===== src/rtl/core/wbwc_pkg.sv =====
// Shared types and constants for the WOTS+ base-w digit and checksum block.
package wbwc_pkg;

  localparam int DIGIT_W     = 4;
  localparam int BYTE_W      = 8;
  localparam int CFG_IDX_W   = 2;
  localparam int CFG_DATA_W  = 8;
  localparam int MAX_DIGITS  = 9;
  localparam int SLOT_W      = 4;
  localparam int SUM_W       = 11;
  localparam int QUEUE_DEPTH = 4;

  localparam logic [CFG_IDX_W-1:0] REG_DIGIT_BITS = 2'd0;
  localparam logic [CFG_IDX_W-1:0] REG_HASH_BYTES = 2'd1;

  typedef enum logic [1:0] {
    MODE_B4  = 2'd0,
    MODE_B8  = 2'd1,
    MODE_B16 = 2'd2
  } mode_t;

  typedef struct packed {
    logic [MAX_DIGITS-1:0][DIGIT_W-1:0] digits;
    logic [SLOT_W-1:0]                  count;
    logic [SLOT_W-1:0]                  chk_start;
    logic                               msg_end;
  } job_t;

endpackage


===== src/rtl/core/wbwc_intf.sv =====
// Channel interfaces: message bytes in, digits out, configuration writes.
interface wbwc_byte_if;
  logic                             valid;
  logic                             ready;
  logic [wbwc_pkg::BYTE_W-1:0]      msg_byte;

  modport source (output valid, output msg_byte, input ready);
  modport sink   (input valid, input msg_byte, output ready);
endinterface

interface wbwc_digit_if;
  logic                             valid;
  logic                             ready;
  logic [wbwc_pkg::DIGIT_W-1:0]     digit;
  logic                             is_checksum;
  logic                             last;

  modport source (output valid, output digit, output is_checksum, output last, input ready);
  modport sink   (input valid, input digit, input is_checksum, input last, output ready);
endinterface

interface wbwc_cfg_if;
  logic                              valid;
  logic                              ready;
  logic [wbwc_pkg::CFG_IDX_W-1:0]    index;
  logic [wbwc_pkg::CFG_DATA_W-1:0]   data;

  modport source (output valid, output index, output data, input ready);
  modport sink   (input valid, input index, input data, output ready);
endinterface


===== src/rtl/core/wbwc_front.sv =====
// Front end: config registers, byte slicing, running checksum, job build.
module wbwc_front #(
  parameter int MAX_HASH_BYTES = 32
) (
  input  logic                 clk,
  input  logic                 rst,
  wbwc_byte_if.sink            bytes,
  wbwc_cfg_if.sink             cfg,
  output logic                 push,
  output wbwc_pkg::job_t       push_job,
  input  logic                 full
);

  localparam logic [6:0] MAX_N = 7'(MAX_HASH_BYTES);

  wbwc_pkg::mode_t                 mode;
  logic [5:0]                      n_eff;
  logic [5:0]                      byte_count;
  logic [wbwc_pkg::SUM_W-1:0]      acc;
  logic [1:0]                      lbuf;
  logic [1:0]                      lfill;

  logic                            accept;
  logic                            first;
  logic                            end_msg;
  logic [1:0]                      fill0;
  logic [1:0]                      buf0;
  logic [9:0]                      v;
  logic [3:0]                      mask;
  logic [3:0]                      md [4];
  logic [2:0]                      mc;
  logic [1:0]                      nf;
  logic [1:0]                      nb;
  logic [5:0]                      comp;
  logic [wbwc_pkg::SUM_W-1:0]      sum_next;
  logic [11:0]                     s12;
  logic [3:0]                      chk [5];
  logic [2:0]                      nchk;
  logic [wbwc_pkg::MAX_DIGITS-1:0][wbwc_pkg::DIGIT_W-1:0] slots;
  logic [5:0]                      hb;
  logic [5:0]                      hb_eff;

  assign bytes.ready = !full;
  assign cfg.ready   = 1'b1;
  assign accept      = bytes.valid && !full;
  assign push        = accept;

  assign first   = (byte_count == 6'd0);
  assign end_msg = (byte_count == n_eff - 6'd1);
  assign fill0   = first ? 2'd0 : lfill;
  assign buf0    = first ? 2'd0 : lbuf;
  assign v       = {buf0, bytes.msg_byte};

  assign hb     = cfg.data[5:0];
  assign hb_eff = (hb == 6'd0) ? 6'd1 : (({1'b0, hb} > MAX_N) ? MAX_N[5:0] : hb);

  always_comb begin
    md   = '{default: '0};
    mc   = 3'd0;
    nf   = 2'd0;
    nb   = 2'd0;
    mask = 4'hf;
    case (mode)
      wbwc_pkg::MODE_B4: begin
        mask  = 4'h3;
        md[0] = {2'b00, v[7:6]};
        md[1] = {2'b00, v[5:4]};
        md[2] = {2'b00, v[3:2]};
        md[3] = {2'b00, v[1:0]};
        mc    = 3'd4;
      end
      wbwc_pkg::MODE_B8: begin
        mask = 4'h7;
        case (fill0)
          2'd1: begin
            md[0] = {1'b0, v[8:6]};
            md[1] = {1'b0, v[5:3]};
            md[2] = {1'b0, v[2:0]};
            mc    = 3'd3;
          end
          2'd2: begin
            md[0] = {1'b0, v[9:7]};
            md[1] = {1'b0, v[6:4]};
            md[2] = {1'b0, v[3:1]};
            mc    = 3'd3;
            nf    = 2'd1;
            nb    = {1'b0, v[0]};
          end
          default: begin
            md[0] = {1'b0, v[7:5]};
            md[1] = {1'b0, v[4:2]};
            mc    = 3'd2;
            nf    = 2'd2;
            nb    = v[1:0];
          end
        endcase
        // zero pad completes the final digit
        if (end_msg && nf != 2'd0) begin
          md[mc[1:0]] = (nf == 2'd2) ? {1'b0, nb, 1'b0} : {1'b0, nb[0], 2'b00};
          mc          = mc + 3'd1;
        end
      end
      default: begin
        md[0] = v[7:4];
        md[1] = v[3:0];
        mc    = 3'd2;
      end
    endcase
  end

  // inverted sum accumulated as the sum of (w-1-d) over message digits
  always_comb begin
    comp = 6'd0;
    for (int s = 0; s < 4; s++) begin
      if (3'(s) < mc) begin
        comp = comp + 6'(mask - md[s]);
      end
    end
    sum_next = (first ? '0 : acc) + wbwc_pkg::SUM_W'(comp);
    s12      = {1'b0, sum_next};
  end

  always_comb begin
    chk  = '{default: '0};
    nchk = 3'd3;
    case (mode)
      wbwc_pkg::MODE_B4: begin
        if (n_eff >= 6'd24) begin
          nchk   = 3'd5;
          chk[0] = {2'b00, s12[9:8]};
          chk[1] = {2'b00, s12[7:6]};
          chk[2] = {2'b00, s12[5:4]};
          chk[3] = {2'b00, s12[3:2]};
          chk[4] = {2'b00, s12[1:0]};
        end else begin
          nchk   = 3'd4;
          chk[0] = {2'b00, s12[7:6]};
          chk[1] = {2'b00, s12[5:4]};
          chk[2] = {2'b00, s12[3:2]};
          chk[3] = {2'b00, s12[1:0]};
        end
      end
      wbwc_pkg::MODE_B8: begin
        if (n_eff >= 6'd32) begin
          nchk   = 3'd4;
          chk[0] = {1'b0, s12[11:9]};
          chk[1] = {1'b0, s12[8:6]};
          chk[2] = {1'b0, s12[5:3]};
          chk[3] = {1'b0, s12[2:0]};
        end else begin
          chk[0] = {1'b0, s12[8:6]};
          chk[1] = {1'b0, s12[5:3]};
          chk[2] = {1'b0, s12[2:0]};
        end
      end
      default: begin
        chk[0] = s12[11:8];
        chk[1] = s12[7:4];
        chk[2] = s12[3:0];
      end
    endcase
  end

  always_comb begin
    slots = '0;
    for (int s = 0; s < 4; s++) begin
      if (3'(s) < mc) begin
        slots[s] = md[s];
      end
    end
    for (int j = 0; j < 5; j++) begin
      if (end_msg && 3'(j) < nchk) begin
        slots[4'({1'b0, mc}) + 4'(j)] = chk[j];
      end
    end
    push_job.digits    = slots;
    push_job.chk_start = {1'b0, mc};
    push_job.count     = {1'b0, mc} + (end_msg ? {1'b0, nchk} : 4'd0);
    push_job.msg_end   = end_msg;
  end

  always_ff @(posedge clk) begin
    if (rst) begin
      mode       <= wbwc_pkg::MODE_B16;
      n_eff      <= 6'd16;
      byte_count <= 6'd0;
      acc        <= '0;
      lbuf       <= 2'd0;
      lfill      <= 2'd0;
    end else if (cfg.valid) begin
      unique case (cfg.index)
        wbwc_pkg::REG_DIGIT_BITS: begin
          unique case (cfg.data[2:0]) inside
            3'd0, 3'd1, 3'd2: mode <= wbwc_pkg::MODE_B4;
            3'd3:             mode <= wbwc_pkg::MODE_B8;
            default:          mode <= wbwc_pkg::MODE_B16;
          endcase
          byte_count <= 6'd0;
          acc        <= '0;
          lbuf       <= 2'd0;
          lfill      <= 2'd0;
        end
        wbwc_pkg::REG_HASH_BYTES: begin
          n_eff      <= hb_eff;
          byte_count <= 6'd0;
          acc        <= '0;
          lbuf       <= 2'd0;
          lfill      <= 2'd0;
        end
        default: ;
      endcase
    end else if (accept) begin
      if (end_msg) begin
        byte_count <= 6'd0;
        acc        <= '0;
        lbuf       <= 2'd0;
        lfill      <= 2'd0;
      end else begin
        byte_count <= byte_count + 6'd1;
        acc        <= sum_next;
        lbuf       <= nb;
        lfill      <= nf;
      end
    end
  end

endmodule


===== src/rtl/core/wbwc_queue.sv =====
// Job queue between the front end and the digit emitter.
module wbwc_queue (
  input  logic                 clk,
  input  logic                 rst,
  input  logic                 push,
  input  wbwc_pkg::job_t       push_job,
  output logic                 full,
  input  logic                 pop,
  output logic                 head_valid,
  output wbwc_pkg::job_t       head_job
);

  localparam int PTR_W = $clog2(wbwc_pkg::QUEUE_DEPTH);
  localparam logic [PTR_W-1:0] LAST_PTR = PTR_W'(wbwc_pkg::QUEUE_DEPTH - 1);
  localparam logic [PTR_W:0]   DEPTH_N  = (PTR_W + 1)'(wbwc_pkg::QUEUE_DEPTH);

  wbwc_pkg::job_t    entries [wbwc_pkg::QUEUE_DEPTH];
  logic [PTR_W-1:0]  wr_ptr;
  logic [PTR_W-1:0]  rd_ptr;
  logic [PTR_W:0]    fill;

  assign full       = (fill == DEPTH_N);
  assign head_valid = (fill != '0);
  assign head_job   = entries[rd_ptr];

  always_ff @(posedge clk) begin
    if (push) begin
      entries[wr_ptr] <= push_job;
    end
  end

  always_ff @(posedge clk) begin
    if (rst) begin
      wr_ptr <= '0;
      rd_ptr <= '0;
      fill   <= '0;
    end else begin
      if (push) begin
        wr_ptr <= (wr_ptr == LAST_PTR) ? '0 : wr_ptr + 1'b1;
      end
      if (pop) begin
        rd_ptr <= (rd_ptr == LAST_PTR) ? '0 : rd_ptr + 1'b1;
      end
      case ({push, pop})
        2'b10:   fill <= fill + 1'b1;
        2'b01:   fill <= fill - 1'b1;
        default: ;
      endcase
    end
  end

endmodule


===== src/rtl/core/wbwc_back.sv =====
// Back end: walks each queued job and registers one digit per cycle while the output is not stalled.
module wbwc_back (
  input  logic                 clk,
  input  logic                 rst,
  input  logic                 head_valid,
  input  wbwc_pkg::job_t       head_job,
  output logic                 pop,
  wbwc_digit_if.source         digits
);

  logic [wbwc_pkg::SLOT_W-1:0] idx;
  logic                        load;
  logic                        at_end;

  assign load   = head_valid && (!digits.valid || digits.ready);
  assign at_end = (idx == head_job.count - 4'd1);
  assign pop    = load && at_end;

  always_ff @(posedge clk) begin
    if (load) begin
      digits.digit       <= head_job.digits[idx];
      digits.is_checksum <= (idx >= head_job.chk_start);
      digits.last        <= at_end && head_job.msg_end;
    end
  end

  always_ff @(posedge clk) begin
    if (rst) begin
      digits.valid <= 1'b0;
      idx          <= '0;
    end else if (load) begin
      digits.valid <= 1'b1;
      idx          <= at_end ? '0 : idx + 4'd1;
    end else if (digits.ready) begin
      digits.valid <= 1'b0;
    end
  end

  a_idx_in_job: assert property (@(posedge clk) disable iff (rst)
    head_valid |-> idx < head_job.count)
    else $error("digit index past end of job");

  a_last_is_checksum: assert property (@(posedge clk) disable iff (rst)
    digits.valid && digits.last |-> digits.is_checksum)
    else $error("last digit not a checksum digit");

  a_end_has_checksum: assert property (@(posedge clk) disable iff (rst)
    head_valid && head_job.msg_end |-> head_job.chk_start < head_job.count)
    else $error("message end job without checksum digits");

endmodule


===== src/rtl/core/wots_base_w_digits_checksum.sv =====
// Top level: WOTS+ base-w digit generator with appended inverted checksum.
//
//   channel  dir  handshake      payload
//   bytes    in   valid/ready    msg_byte[7:0]
//   digits   out  valid/ready    digit[3:0], is_checksum, last
//   cfg      in   valid/ready    index[1:0], data[7:0] (ready tied high)
//
// One digit leaves the output register per cycle while digits.ready allows, so a byte
// yields 2 digits in base 16, 4 in base 4 and 2 or 3 in base 8; the final byte of a message
// adds any zero-padded digit and the checksum digits (up to 9 digits in total in base 4).
// The front end takes a byte per cycle while the 4-entry job queue has room.
// Synchronous reset: base 16, 16-byte hash, empty queue, no message open.
// Output stalls back up through the queue to bytes.ready.
module wots_base_w_digits_checksum #(
  parameter int MAX_HASH_BYTES = 32
) (
  input  logic          clk,
  input  logic          rst,
  wbwc_byte_if.sink     bytes,
  wbwc_digit_if.source  digits,
  wbwc_cfg_if.sink      cfg
);

  logic            push;
  logic            full;
  logic            pop;
  logic            head_valid;
  wbwc_pkg::job_t  push_job;
  wbwc_pkg::job_t  head_job;

  wbwc_front #(
    .MAX_HASH_BYTES(MAX_HASH_BYTES)
  ) u_front (
    .clk      (clk),
    .rst      (rst),
    .bytes    (bytes),
    .cfg      (cfg),
    .push     (push),
    .push_job (push_job),
    .full     (full)
  );

  wbwc_queue u_queue (
    .clk        (clk),
    .rst        (rst),
    .push       (push),
    .push_job   (push_job),
    .full       (full),
    .pop        (pop),
    .head_valid (head_valid),
    .head_job   (head_job)
  );

  wbwc_back u_back (
    .clk        (clk),
    .rst        (rst),
    .head_valid (head_valid),
    .head_job   (head_job),
    .pop        (pop),
    .digits     (digits)
  );

endmodule


===== src/flat_wrapper.sv =====
// flat-port wrapper written by rule: the top's interface ports become plain ports
module wots_base_w_digits_checksum_flat 
#(
  parameter int MAX_HASH_BYTES = 32
)
  (clk, rst, bytes_valid, bytes_msg_byte, bytes_ready, digits_valid, digits_digit, digits_is_checksum, digits_last, digits_ready, cfg_valid, cfg_index, cfg_data, cfg_ready);
  wbwc_byte_if bytes_i ();
  wbwc_digit_if digits_i ();
  wbwc_cfg_if cfg_i ();
  input  logic clk;
  input  logic rst;
  input wire logic [$bits(bytes_i.valid)-1:0] bytes_valid;
  input wire logic [$bits(bytes_i.msg_byte)-1:0] bytes_msg_byte;
  output wire logic [$bits(bytes_i.ready)-1:0] bytes_ready;
  output wire logic [$bits(digits_i.valid)-1:0] digits_valid;
  output wire logic [$bits(digits_i.digit)-1:0] digits_digit;
  output wire logic [$bits(digits_i.is_checksum)-1:0] digits_is_checksum;
  output wire logic [$bits(digits_i.last)-1:0] digits_last;
  input wire logic [$bits(digits_i.ready)-1:0] digits_ready;
  input wire logic [$bits(cfg_i.valid)-1:0] cfg_valid;
  input wire logic [$bits(cfg_i.index)-1:0] cfg_index;
  input wire logic [$bits(cfg_i.data)-1:0] cfg_data;
  output wire logic [$bits(cfg_i.ready)-1:0] cfg_ready;
  assign bytes_i.valid = bytes_valid;
  assign bytes_i.msg_byte = bytes_msg_byte;
  assign bytes_ready = bytes_i.ready;
  assign digits_valid = digits_i.valid;
  assign digits_digit = digits_i.digit;
  assign digits_is_checksum = digits_i.is_checksum;
  assign digits_last = digits_i.last;
  assign digits_i.ready = digits_ready;
  assign cfg_i.valid = cfg_valid;
  assign cfg_i.index = cfg_index;
  assign cfg_i.data = cfg_data;
  assign cfg_ready = cfg_i.ready;
  wots_base_w_digits_checksum #(.MAX_HASH_BYTES(MAX_HASH_BYTES)) u_core (.clk(clk), .rst(rst), .bytes(bytes_i), .digits(digits_i), .cfg(cfg_i));
endmodule

===== config.mk =====
export PLATFORM = sky130hd
export DESIGN_NAME = wots_base_w_digits_checksum_flat
export DESIGN_NICKNAME = d
export VERILOG_FILES = /design/src/rtl/core/wbwc_pkg.sv /design/src/rtl/core/wbwc_intf.sv /design/src/rtl/core/wbwc_front.sv /design/src/rtl/core/wbwc_queue.sv /design/src/rtl/core/wbwc_back.sv /design/src/rtl/core/wots_base_w_digits_checksum.sv /design/src/flat_wrapper.sv
export SDC_FILE = /design/constraint.sdc
export NUM_CORES = 1
export LEC_CHECK = 0
export BUFFER_PORTS_ARGS = -buffer_cell sky130_fd_sc_hd__buf_4
export CAP_MARGIN = 0
export CELL_PAD_IN_SITES_DETAIL_PLACEMENT = 0
export CELL_PAD_IN_SITES_GLOBAL_PLACEMENT = 2
export CORE_ASPECT_RATIO = 1.5
export CORE_MARGIN = 2
export CORE_UTILIZATION = 45
export CTS_BUF_LIST = sky130_fd_sc_hd__clkbuf_2
export CTS_CLUSTER_DIAMETER = 80
export DETAILED_ROUTE_END_ITERATION = 6
export PLACE_DENSITY_LB_ADDON = 0.1
export SETUP_SLACK_MARGIN = 0.02
export SYNTH_ARGS = -nofsm -noshare
export SYNTH_HDL_FRONTEND = slang
export SYNTH_SLANG_ARGS = --single-unit
export TNS_END_PERCENT = 5

===== constraint.sdc =====
create_clock -name clk -period 11.05 [get_ports clk]
set_clock_uncertainty 0.05 [all_clocks]
set_input_delay 1.105 -clock clk [delete_from_list [all_inputs] [get_ports clk]]
set_output_delay 1.105 -clock clk [all_outputs]
set_load 0.05 [all_outputs]

==> flow_metrics.env <==
export IMPL_status="finished, final reports clean"
export IMPL_peakVddDrop_uv=142.6
export IMPL_fillers=2471
export IMPL_layout_min_cycle_time_ps=9774
export IMPL_synth_edf_count=182
export IMPL_relSlewSlack_pct=17.12
export IMPL_drive_gt1_share_pct=18.80
export IMPL_p_sw_uw=634.9
export IMPL_yosysTopAreaCell="edfxtp_1"
export IMPL_rows=73
export IMPL_cts_root_buf="clkbuf_2"
export IMPL_area_growth_pct=9.113
export IMPL_antenna_left=0
export IMPL_end_kind="register"
export IMPL_gr_usage_met2_pct=41.27
export IMPL_switching_share_pct=31.47
export IMPL_fin_crit_sh_pct=88.46
export IMPL_drt_initial_drc_count=494
export IMPL_min_from="u_core.u_front.lbuf[1]$_SDFFE_PP0P_"
export IMPL_overflow=0
export IMPL_power_frac_comb_pct=24.7
export IMPL_final_cells=1456
export IMPL_grt_total_usage_pct=22.44
export IMPL_seq_area_frac_synth_pct=51.71
export IMPL_intPower_uw=1383
export IMPL_grt_max_degree=45
export IMPL_fin_nets=1163
export IMPL_cts_buffer_depth=3
export IMPL_synthFlopType="edfxtp_1"
export IMPL_clock_fmax_mhz=102.3
export IMPL_rsz0062_at_grt="no"
export IMPL_post_cts_resized=0
export IMPL_io_buffers=28
export IMPL_drv_cap=0
export IMPL_crit_buf_inv=5
export IMPL_cp_common_cell="ha_1"
export IMPL_use_met1_pct=25.92
export IMPL_whs_ps=414.3
export IMPL_syn_area_sq_um=12230
export IMPL_synth_cell_types=81
export IMPL_power_static_leakage_uw=0.004863
export IMPL_ys_ff_latch=225
export IMPL_criticalPathCategory="reg2reg"
export IMPL_slowest_stage="a311oi_1"
export IMPL_worst_path_largest_cell_delay_ps=650
export IMPL_critPathLaunch="u_core.u_front.byte_count[0]$_SDFFE_PP0P_"
export IMPL_rr_startpoint="u_core.u_front.byte_count[0]$_SDFFE_PP0P_"
export IMPL_cp_data_arrival_time_ps=10240
export IMPL_antenna_found_initial=1
export IMPL_initial_core_util_pct=45.87
export IMPL_cts_hold_buf=0
export IMPL_seq_power_share_pct=48.7
export IMPL_clock_latency_ps=850
export IMPL_cts_buffers=50
export IMPL_cts_sinks=225
export IMPL_synth_cells=1023
export IMPL_clk_pin_slew_worst_paths_ps=110
export IMPL_worst_ep_required_time_ps=11520
export IMPL_p_per_area_nw_per_um2=151.2
export IMPL_grt_pass1_vias=8783
export IMPL_synth_avg_cell_area_sq_um=11.96
export IMPL_grt_busiest_layer="met2"
export IMPL_drc_errors=0
export IMPL_gp_congestion=0.9239
export IMPL_use_met3_pct=3.197
export IMPL_pwr_share_clk_pct=26.6
export IMPL_die_h_microns=205.9
export IMPL_route_vias_total=8520
export IMPL_io_pins=32
export IMPL_ys_warn_count=0
export IMPL_cts_setup_buffers=0
export IMPL_finalSetupTns_ps=0
export IMPL_synthTopCellsByArea="edfxtp_1 (45%), mux4_2 (9.6%), dfxtp_1 (7.0%)"
export IMPL_synth_top_area_share_pct=44.68
export IMPL_tritoncts="built"
export IMPL_hpwl_mm=21.85
export IMPL_core_area_sq_um=26670
export IMPL_dieArea_sq_um=28550
export IMPL_die_w_microns=138.6
export IMPL_place_inst=1369
export IMPL_wl_per_cell_microns=21.59
export IMPL_hold_viol=0
export IMPL_vias_per_cell=5.852
export IMPL_htreeDepth=2
export IMPL_path_delay_family="compound AO/OA/AOI/OAI gates"
export IMPL_drv_slew=0
export IMPL_power_uw=2018
export IMPL_drtPass1Iterations=5
export IMPL_wl_mm=31.43
export IMPL_critical_path_max_fanout=22
export IMPL_setup_violations=0
export IMPL_worstMarginPinSlew_ps=1243
export IMPL_start_kind="register"
export IMPL_grt_pass1_wl_mm=49.25
export IMPL_hold_class="reg2reg"
export IMPL_postSynth_asyncResetShare_pct=0
## worst reg2reg max path, delay by kind of cell, from the launching register on
family                     cells  cell delay [ps]
and+or+nand+nor                7             1830
muxes                          1              350
AOI/OAI and AO/OA             10             2900
DFF                            1              380
adders and majority gates      8             2760
xor gates and xnor gates       3              720
buffers and inverters          5              500
## power groups by stage
stage               Combinational [uW]  Clock, uW  Sequential, uW
floorplan                          330          0            1020
global placement                   504          0            1000
detailed placement                 504          0            1000
CTS                                506        562             983
global route                       549        593             987
finish                             499        537             982
## cells in the mapped netlist, drive strengths merged, types with 7 or more instances
| library cell | count |
|---|---|
| ha | 50 |
| edfxtp | 182 |
| nor3b | 8 |
| and2 | 9 |
| xnor2 | 23 |
| mux4 | 52 |
| o22ai | 14 |
| nand3 | 23 |
| o21ai | 34 |
| mux2i | 16 |
| nor2 | 86 |
| buf | 13 |
| nor2b | 14 |
| a211oi | 10 |
| nand4 | 9 |
| nor3 | 26 |
| or3 | 9 |
| nand2 | 74 |
| xor2 | 13 |
| a21oi | 55 |
| clkbuf | 42 |
| inv | 53 |
| a221oi | 8 |
| mux2 | 7 |
| dfxtp | 43 |
| a22oi | 19 |
| and3 | 10 |
| a21o | 13 |
## layer usage
metal | routed length (microns) | vias to the layer above | part of all wire (%)
met5 | 0 | - | 0
met4 | 1380 | 0 | 4.4
met3 | 1233 | 92 | 3.9
met2 | 16330 | 214 | 52
met1 | 12480 | 4163 | 40
li1 | - | 4051 | -
## logic make-up after synthesis
logic type,share of synthesized area (%)
muxes,11.56
DFF,51.71
buffers and inverters,3.549
AOI/OAI and AO/OA,12.67
adders and majority gates,6.260
and+or+nand+nor,11.55
xor gates and xnor gates,2.639
other,0.06139
## final cells by class
cell class	instances	area (sq um)	area share (%)
inverters	56	210.2	1.575
diodes	2	5.005	0.03750
well taps	337	421.7	3.159
flip-flops and latches	225	6331	47.43
clock inverters	11	98.84	0.7405
clock buffers	74	370.4	2.775
multi-input cells	701	5535	41.47
repair buffers	50	375.4	2.812
## per-stage QoR
stage	cell area, sq um	setup WS (ps)	util, %
3_5_place_dp	12870	1251	48.27
2_1_floorplan	12290	2920	-
4_1_cts	13340	1160	50.03
3_3_place_gp	12870	1348	48.27
5_1_grt	13350	562.6	50.05
6_report	13350	1276	50.05
## layout by cell type (no fill, tap or decap), drive strengths merged, types with 23 or more instances in the layout
master	synthesis	final
a21oi	55	55
buf	13	50
clkbuf	42	74
dfxtp	43	43
edfxtp	182	182
ha	50	50
inv	53	53
mux4	52	52
nand2	74	74
nand3	23	23
nor2	86	86
nor3	26	26
o21ai	34	34
xnor2	23	23
## state kept, by name (all words and copies together) (netlist names), named ones only
signal	count
u_core.u_queue.entries	176
u_core.u_front.acc	11
u_core.u_front.byte_count	6
u_core.u_front.n_eff	6
u_core.u_back.digits.digit	4
u_core.u_back.idx	4
u_core.u_queue.fill	3
u_core.u_front.lbuf	2
u_core.u_front.lfill	2
u_core.u_front.mode	2
u_core.u_queue.rd_ptr	2
u_core.u_queue.wr_ptr	2
u_core.u_back.digits.is_checksum	1
u_core.u_back.digits.last	1
u_core.u_back.digits.valid	1
## final timing paths
path,to,slack [ps],cells past startpoint
max,u_core.u_queue.entries[1][10]$_DFFE_PP_,1280,34
min,u_core.u_front.lbuf[1]$_SDFFE_PP0P_,410,2
max reg2reg,u_core.u_queue.entries[1][10]$_DFFE_PP_,1280,34
min reg2reg,u_core.u_front.lbuf[1]$_SDFFE_PP0P_,410,2
(Power assumes the default switching activity.)
